## src/rtl/fpdf_pkg.sv

```systemverilog
// Shared types and constants for the fixed-point decimal formatter.
// No dependencies; every other file of the block imports this package.
`default_nettype none

package fpdf_pkg;

   // ASCII codes used in the field
   localparam logic [7:0] CH_ZERO  = 8'h30;
   localparam logic [7:0] CH_POINT = 8'h2E;
   localparam logic [7:0] CH_STAR  = 8'h2A;
   localparam logic [7:0] CH_MINUS = 8'h2D;
   localparam logic [7:0] CH_SPACE = 8'h20;

   // register map: index is paddr[2]
   localparam int         CFG_ADDR_W         = 3;
   localparam logic       REG_DIGIT_COUNT    = 1'b0;
   localparam logic       REG_POINT_POSITION = 1'b1;
   localparam logic [3:0] DIGIT_COUNT_RESET  = 4'd4;
   localparam logic [3:0] POINT_RESET        = 4'd3;

   // n / 10 == (n * RECIP_10) >> RECIP_SHIFT for every 32-bit n
   localparam logic [31:0] RECIP_10    = 32'hCCCC_CCCD;
   localparam int          RECIP_SHIFT = 35;

   // per-item control that rides along the pipeline
   typedef struct packed {
      logic       neg;
      logic       ovf;
      logic [3:0] dig_cnt;
      logic [3:0] point;
   } fpdf_ctl_type;

   function automatic logic [31:0] pow10(input logic [3:0] k);
      logic [31:0] r;
      unique case (k)
         4'd0:    r = 32'd1;
         4'd1:    r = 32'd10;
         4'd2:    r = 32'd100;
         4'd3:    r = 32'd1000;
         4'd4:    r = 32'd10000;
         4'd5:    r = 32'd100000;
         4'd6:    r = 32'd1000000;
         4'd7:    r = 32'd10000000;
         4'd8:    r = 32'd100000000;
         4'd9:    r = 32'd1000000000;
         default: r = 32'hFFFF_FFFF;
      endcase
      return r;
   endfunction

endpackage

`default_nettype wire

```

## src/rtl/fpdf_serializer.sv

```systemverilog
// Holds a laid-out field, sends it via an output register one character per
// cycle while rsp_ready is high; takes next field as the last char goes out.
`default_nettype none

module fpdf_serializer
   import fpdf_pkg::*;
#(
   parameter int FL = 11
) (
   input  logic               clock,
   input  logic               reset,
   input  logic               up_valid,
   output logic               up_ready,
   input  logic [FL-1:0][7:0] up_chars,
   input  logic [3:0]         up_len,
   input  logic               up_ovf,
   output logic               rsp_valid,
   input  logic               rsp_ready,
   output logic [7:0]         rsp_character,
   output logic [3:0]         rsp_position,
   output logic               rsp_overflow,
   output logic               rsp_last
);

   localparam int IDX_W = $clog2(FL);

   logic               busy_ff;
   logic               busy_in;
   logic [IDX_W-1:0]   idx_ff;
   logic [IDX_W-1:0]   idx_in;
   logic [FL-1:0][7:0] field_ff;
   logic [3:0]         len_ff;
   logic               ovf_ff;
   logic               out_valid_ff;
   logic               out_valid_in;
   logic [7:0]         char_ff;
   logic [3:0]         pos_ff;
   logic               oflag_ff;
   logic               last_ff;
   logic               load_out;
   logic               last_now;
   logic               take;

   assign last_now = (4'(idx_ff) == len_ff - 4'd1);
   assign load_out = busy_ff && (!out_valid_ff || rsp_ready);
   assign up_ready = !busy_ff || (load_out && last_now);
   assign take     = up_valid && up_ready;

   always_comb begin
      busy_in      = busy_ff;
      idx_in       = idx_ff;
      out_valid_in = out_valid_ff;
      if (load_out) begin
         out_valid_in = 1'b1;
      end else if (rsp_ready) begin
         out_valid_in = 1'b0;
      end
      if (take) begin
         busy_in = 1'b1;
         idx_in  = '0;
      end else if (load_out) begin
         idx_in = idx_ff + 1'b1;
         if (last_now) begin
            busy_in = 1'b0;
         end
      end
   end

   always_ff @(posedge clock) begin
      if (reset) begin
         busy_ff      <= 1'b0;
         out_valid_ff <= 1'b0;
         idx_ff       <= '0;
      end else begin
         busy_ff      <= busy_in;
         out_valid_ff <= out_valid_in;
         idx_ff       <= idx_in;
      end
   end

   always_ff @(posedge clock) begin
      if (take) begin
         field_ff <= up_chars;
         len_ff   <= up_len;
         ovf_ff   <= up_ovf;
      end
      if (load_out) begin
         char_ff  <= field_ff[idx_ff];
         pos_ff   <= 4'(idx_ff);
         oflag_ff <= ovf_ff;
         last_ff  <= last_now;
      end
   end

   assign rsp_valid     = out_valid_ff;
   assign rsp_character = char_ff;
   assign rsp_position  = pos_ff;
   assign rsp_overflow  = oflag_ff;
   assign rsp_last      = last_ff;

endmodule

`default_nettype wire

```

## config.mk

```make
export PLATFORM = sky130hd
export DESIGN_NAME = fpdf_serializer
export DESIGN_NICKNAME = d
export VERILOG_FILES = /design/src/rtl/fpdf_pkg.sv /design/src/rtl/fpdf_serializer.sv
export SDC_FILE = /design/constraint.sdc
export NUM_CORES = 1
export LEC_CHECK = 0
export ABC_AREA = 1
export BUFFER_PORTS_ARGS = -buffer_cell sky130_fd_sc_hd__buf_2
export CAP_MARGIN = 15
export CORE_MARGIN = 10
export CORE_UTILIZATION = 49
export CTS_BUF_LIST = sky130_fd_sc_hd__clkbuf_8
export CTS_CLUSTER_SIZE = 24
export DETAILED_ROUTE_END_ITERATION = 12
export MAX_ROUTING_LAYER = met4
export PLACE_DENSITY = 0.78
export SYNTH_ARGS = -nofsm -noshare
export SYNTH_HDL_FRONTEND = slang
export SYNTH_SLANG_ARGS = --single-unit
```

## constraint.sdc

```tcl
create_clock -name clock -period 3.4 [get_ports clock]
set_input_delay 0.51 -clock clock [delete_from_list [all_inputs] [get_ports clock]]
set_output_delay 0.51 -clock clock [all_outputs]
set_load 0.02 [all_outputs]
```

# After elaboration in Yosys (flattened, before gate mapping)
# Cells that the tools add are included.
[classes]
n_addsub = 2
magnitude_cmp = 1
n_eq_ne = 1
muxes = 7
n_reduce_logical = 12
[op_table]
columns = ["cell", "count"]
rows = [
  ["$bmux W8 S4", 1],
  ["$mux W8", 1],
  ["$reduce_bool A2 Y1", 3],
  ["$lt A4 B5 Y1 const B", 1],
  ["$mux W1", 5],
  ["$add A4 B1 Y4 const B", 1],
  ["$eq A4 B4 Y1", 1],
  ["$sub A4 B1 Y4 const B", 1],
  ["$logic_and A1 B1 Y1", 3],
  ["$logic_not A1 Y1", 2],
  ["$logic_or A1 B1 Y1", 2],
  ["$reduce_and A2 Y1", 1],
  ["$reduce_or A2 Y1", 1],
]
[totals]
regBits = 113
elab_cells = 43

# Logic depth before layout (Yosys ltp)
[logic_depth]
word_depth = 8
depth_mapped = 12
depth_no_buf = 12

# Worst setup path after synthesis
# No wires, ideal clock.
[synth_path]
path_kind = "input to register"
start = "input port rsp_ready"
end = "register field_ff[0] (netlist bit), enable pin"
setup_ns = 0.447
t_arrival_ns = 3.279
required_time_ns = 2.953
path_slack_ns = -0.326
cell_stages = 8
path_buffers = 0
cell_sequence = "inv_1 -> nand2_1 -> nand2_1 -> inv_1 -> nand3_1 -> nand2_2 -> nand2_2 -> inv_1"
[synth_between]
elab_chain_cells = 5
[synth_lines]
columns = ["item", "line_no", "source"]
rows = [
  ["start: declaration", "fpdf_serializer.sv:18", "input logic rsp_ready,"],
  ["$logic_or A1 B1 Y1", "fpdf_serializer.sv:45", "assign load_out = busy_ff && (!out_valid_ff || rsp_ready);"],
  ["$logic_and A1 B1 Y1", "fpdf_serializer.sv:45", ""],
  ["named net load_out", "fpdf_serializer.sv:40", "logic load_out;"],
  ["$logic_and A1 B1 Y1", "fpdf_serializer.sv:46", "assign up_ready = !busy_ff || (load_out && last_now);"],
  ["$logic_or A1 B1 Y1", "fpdf_serializer.sv:46", ""],
  ["named net up_ready", "fpdf_serializer.sv:13", "output logic up_ready,"],
  ["$logic_and A1 B1 Y1", "fpdf_serializer.sv:47", "assign take = up_valid && up_ready;"],
  ["end signal: assignment", "fpdf_serializer.sv:83", "field_ff <= up_chars;"],
  ["end: declaration", "fpdf_serializer.sv:31", "logic [FL-1:0][7:0] field_ff;"],
]
# The timed path passes the listed nets, and every way through them passes these cells.
# A chain may end at the register's enable or synchronous reset.

# Final worst setup path
[layout_path]
start = "register len_ff[0]"
end = "output port up_ready"
[layout_between]
elab_chain_cells = 4
[layout_lines]
columns = ["item", "line_no", "source"]
rows = [
  ["start: declaration", "fpdf_serializer.sv:32", "logic [3:0] len_ff;"],
  ["start signal: assignment", "fpdf_serializer.sv:84", "len_ff <= up_len;"],
  ["$sub A4 B1 Y4", "fpdf_serializer.sv:44", "assign last_now = (4'(idx_ff) == len_ff - 4'd1);"],
  ["$eq A4 B4 Y1", "fpdf_serializer.sv:44", ""],
  ["$logic_and A1 B1 Y1", "fpdf_serializer.sv:46", ""],
  ["$logic_or A1 B1 Y1", "fpdf_serializer.sv:46", ""],
  ["end: declaration", "fpdf_serializer.sv:13", ""],
]
# Every way passes these cells.

==> results.cfg <==
[cts]
cts_tree = built
clock_path_buffers = 2
numCtsBuffers = 17
htreeDepth = 4
path_clk_slew_ns = 0.07
post-cts-setup-buffer-count = 0
root_buffer = clkbuf_8
insertion_delay_ns = 0.43
clock_sinks = 113
cts_resized = 0
hold_buffers = 0

[logic_synthesis]
async_flop_share = 0
synthAdderAreaFrac = 0.00575
syn_nets = 415
synth_xor_area_frac = 0.00604
synth_top_family_by_area = simple AND/OR/NAND/NOR gates
yosysWarnings = 0
synth.area.top_cells = edfxtp_1 74%, nand2_1 4.4%, o21ai_0 3.8%, nor2_1 2.9%, dfxtp_1 2.8%
synth_area_sq_um = 4350
synth_cells = 316
ys.flop_type = edfxtp_1
synth_seq_cells = 113
yosysSeqAreaShare = 0.766
yosys.area_share.simple = 0.0992
synth_commonest_cells = 107 x edfxtp_1, 51 x nand2_1, 34 x nor2_1
syn_area_per_cell_sq_um = 13.8
synth_top_area_frac = 0.738
muxShareOfSynthArea = 0
synth.distinct_cells = 25
synth_top_area_cell = edfxtp_1
post-synth-top-count-cell = edfxtp_1
synth_compound_area_frac = 0.0868
synth_enable_flop_cells = 107

[route]
ant_nets = 0
vias_per_cell = 5.34
routed_wl_mm = 10.5
num_vias = 2997
drcViolationCount = 0
drt_iter0_drc = 301
dr.pass1.iters = 5
wl_per_cell_microns = 18.7

[cells_and_area]
diodes = 0
fin_util = 0.625
drive_gt1_frac = 0.338
area_growth_pct = 24.6
fin_area_sq_um = 5420
layout.nets = 540

[die]
initial_utilization = 0.502
ios = 113
rows = 34
dieArea_sq_um = 13100
fp.coreArea_sq_um = 8680
die_w_microns = 114
die_h_microns = 114

[run_status]
status = complete, no violations

[critical_path]
timing.rr.start = len_ff[0]
reg2reg_to = field_ff[1]
cp_max_fo = 3
critPathArrivalTime_ns = 1.96
crit_type = reg -> out
crit_end = up_ready
critPathLaunch = len_ff[0]
crit_path_start_kind = flop
critPathRequiredTime_ns = 2.89
critPathCaptureType = output pin
rrSetupSlack_ns = 0.97
r2r_cells = 12

[sta]
grt_setup_unrepaired = false
hold_viol = 0
slew_headroom = 0.533
finalCritPeriodShare = 0.725
worst_slew_pin_slew_ns = 0.699
setup_tns_ns = 0
fmax_ghz = 0.405
clock_skew_ns = 0.0102
setup_viol = 0
drv_slew = 0
setup_ws_ns = 0.934
min_period_ns = 2.47

[pwr]
report.power.total_mw = 3.18
p_sw_frac = 0.218
p_leak_nw = 2.14
power_density_nw_per_um2 = 586
power.internal_mw = 2.48
max-vdd-ir-drop_mv = 0.341
clockPowerShare = 0.412
switchingPower_mw = 0.693
combPwrFrac = 0.070
seqPwrFrac = 0.518

[global_routing]
grt_antenna_before_repair = 0
gr-usage-all-layers = 0.167
grt-ovfl-total = 0
grt_max_degree = 54
grt_pass1_wl_mm = 16.1
grt_pass1_vias = 3164

[placed_design]
numPortBuffers = 112
dp_slack_ns = 0.985
dp_hpwl_mm = 7.10
place_area_sq_um = 5010
gp_congestion = 0.823

[min_path]
hp-class = in -> reg

[flow_run]
drv_cap = 0
==> kinds of logic (layout without fill, tap and decap cells) <==
kind of cell,count (synthesis),in the layout
buf+inv,32,169
simple gates,105,105
fa+ha+maj,2,2
compound gates,61,61
flops,113,113
xor+xnor,3,3
==> worst max-delay path: stages, from the launching register on <==
cell,delay (ns)
edfxtp_1,0.38
inv_1,0.11
ha_1,0.26
nand2_1,0.07
inv_1,0.04
nor2_1,0.07
nand2_1,0.05
nor2_1,0.17
nand3_1,0.11
nand2_2,0.09
buf_2,0.17
==> sequential cells by signal (all words and copies together), names as in the netlist <==
| name | count |
|---|---|
| rsp_position | 4 |
| rsp_last | 1 |
| rsp_overflow | 1 |
| busy_ff | 1 |
| len_ff | 4 |
| field_ff | 88 |
| rsp_valid | 1 |
| rsp_character | 8 |
| ovf_ff | 1 |
| idx_ff | 4 |
==> cell type report <==
cell class                      count  area (sq um)
Clock inverter                     14           174
Timing Repair Buffer              117           598
Sequential cell                   113          3330
Inverter                           21          87.6
Multi-Input combinational cell    171           861
Fill cell                         690          3260
Tap cell                          108           135
Clock buffer                       17           234
==> layout by cell type, fill, tap and decap left out, types with 3 or more instances in the layout <==
master,instances
a22oi_1,10
buf_2,112
buf_4,5
bufinv_16,4
clkbuf_8,17
clkinv_1,3
dfxtp_1,6
edfxtp_1,107
inv_1,17
inv_2,4
nand2_1,51
nand2_2,3
nand3_1,13
nor2_1,34
o2111ai_1,4
o211ai_1,10
o21ai_0,33
xor2_1,3
==> worst min-delay path by stage <==
| stage | end | start | cells past startpoint | slack [ns] |
|---|---|---|---|---|
| 2_1_floorplan | rsp_overflow | ovf_ff | 0 | 0.40 |
| 3_3_place_gp | rsp_overflow | ovf_ff | 0 | 0.40 |
| 3_5_place_dp | rsp_overflow | ovf_ff | 0 | 0.41 |
| 4_1_cts | field_ff[86] | up_chars[86] | 1 | 0.23 |
| 5_1_grt | field_ff[87] | up_chars[87] | 1 | 0.23 |
| 6_report | field_ff[86] | up_chars[86] | 1 | 0.25 |
==> power by group through the flow <==
stage	Combinational, mW	Clock (mW)	Sequential (mW)
after floorplan	0.103	0	1.69
after global placement	0.216	0	1.67
after detailed placement	0.224	0	1.68
after CTS	0.226	1.32	1.65
after global routing	0.247	1.39	1.65
final	0.223	1.31	1.65
==> metrics by stage <==
| stage | hold WS (ns) | std cells |
|---|---|---|
| global route | 0.228 | 561 |
| global placement | 0.403 | 530 |
| CTS | 0.231 | 561 |
| floorplan | 0.400 | 316 |
| detailed placement | 0.410 | 530 |
| finish | 0.247 | 561 |
==> layer usage <==
| layer | vias to the layer above | track usage | wire length, microns |
|---|---|---|---|
| met4 | 0 | 0.0752 | 238 |
| li1 | 1400 | - | - |
| met1 | 1438 | 0.194 | 4340 |
| met2 | 135 | 0.263 | 5160 |
| met5 | - | - | 0 |
| met3 | 24 | 0.0529 | 738 |
No activity file was read; power rests on OpenSTA's default activity.
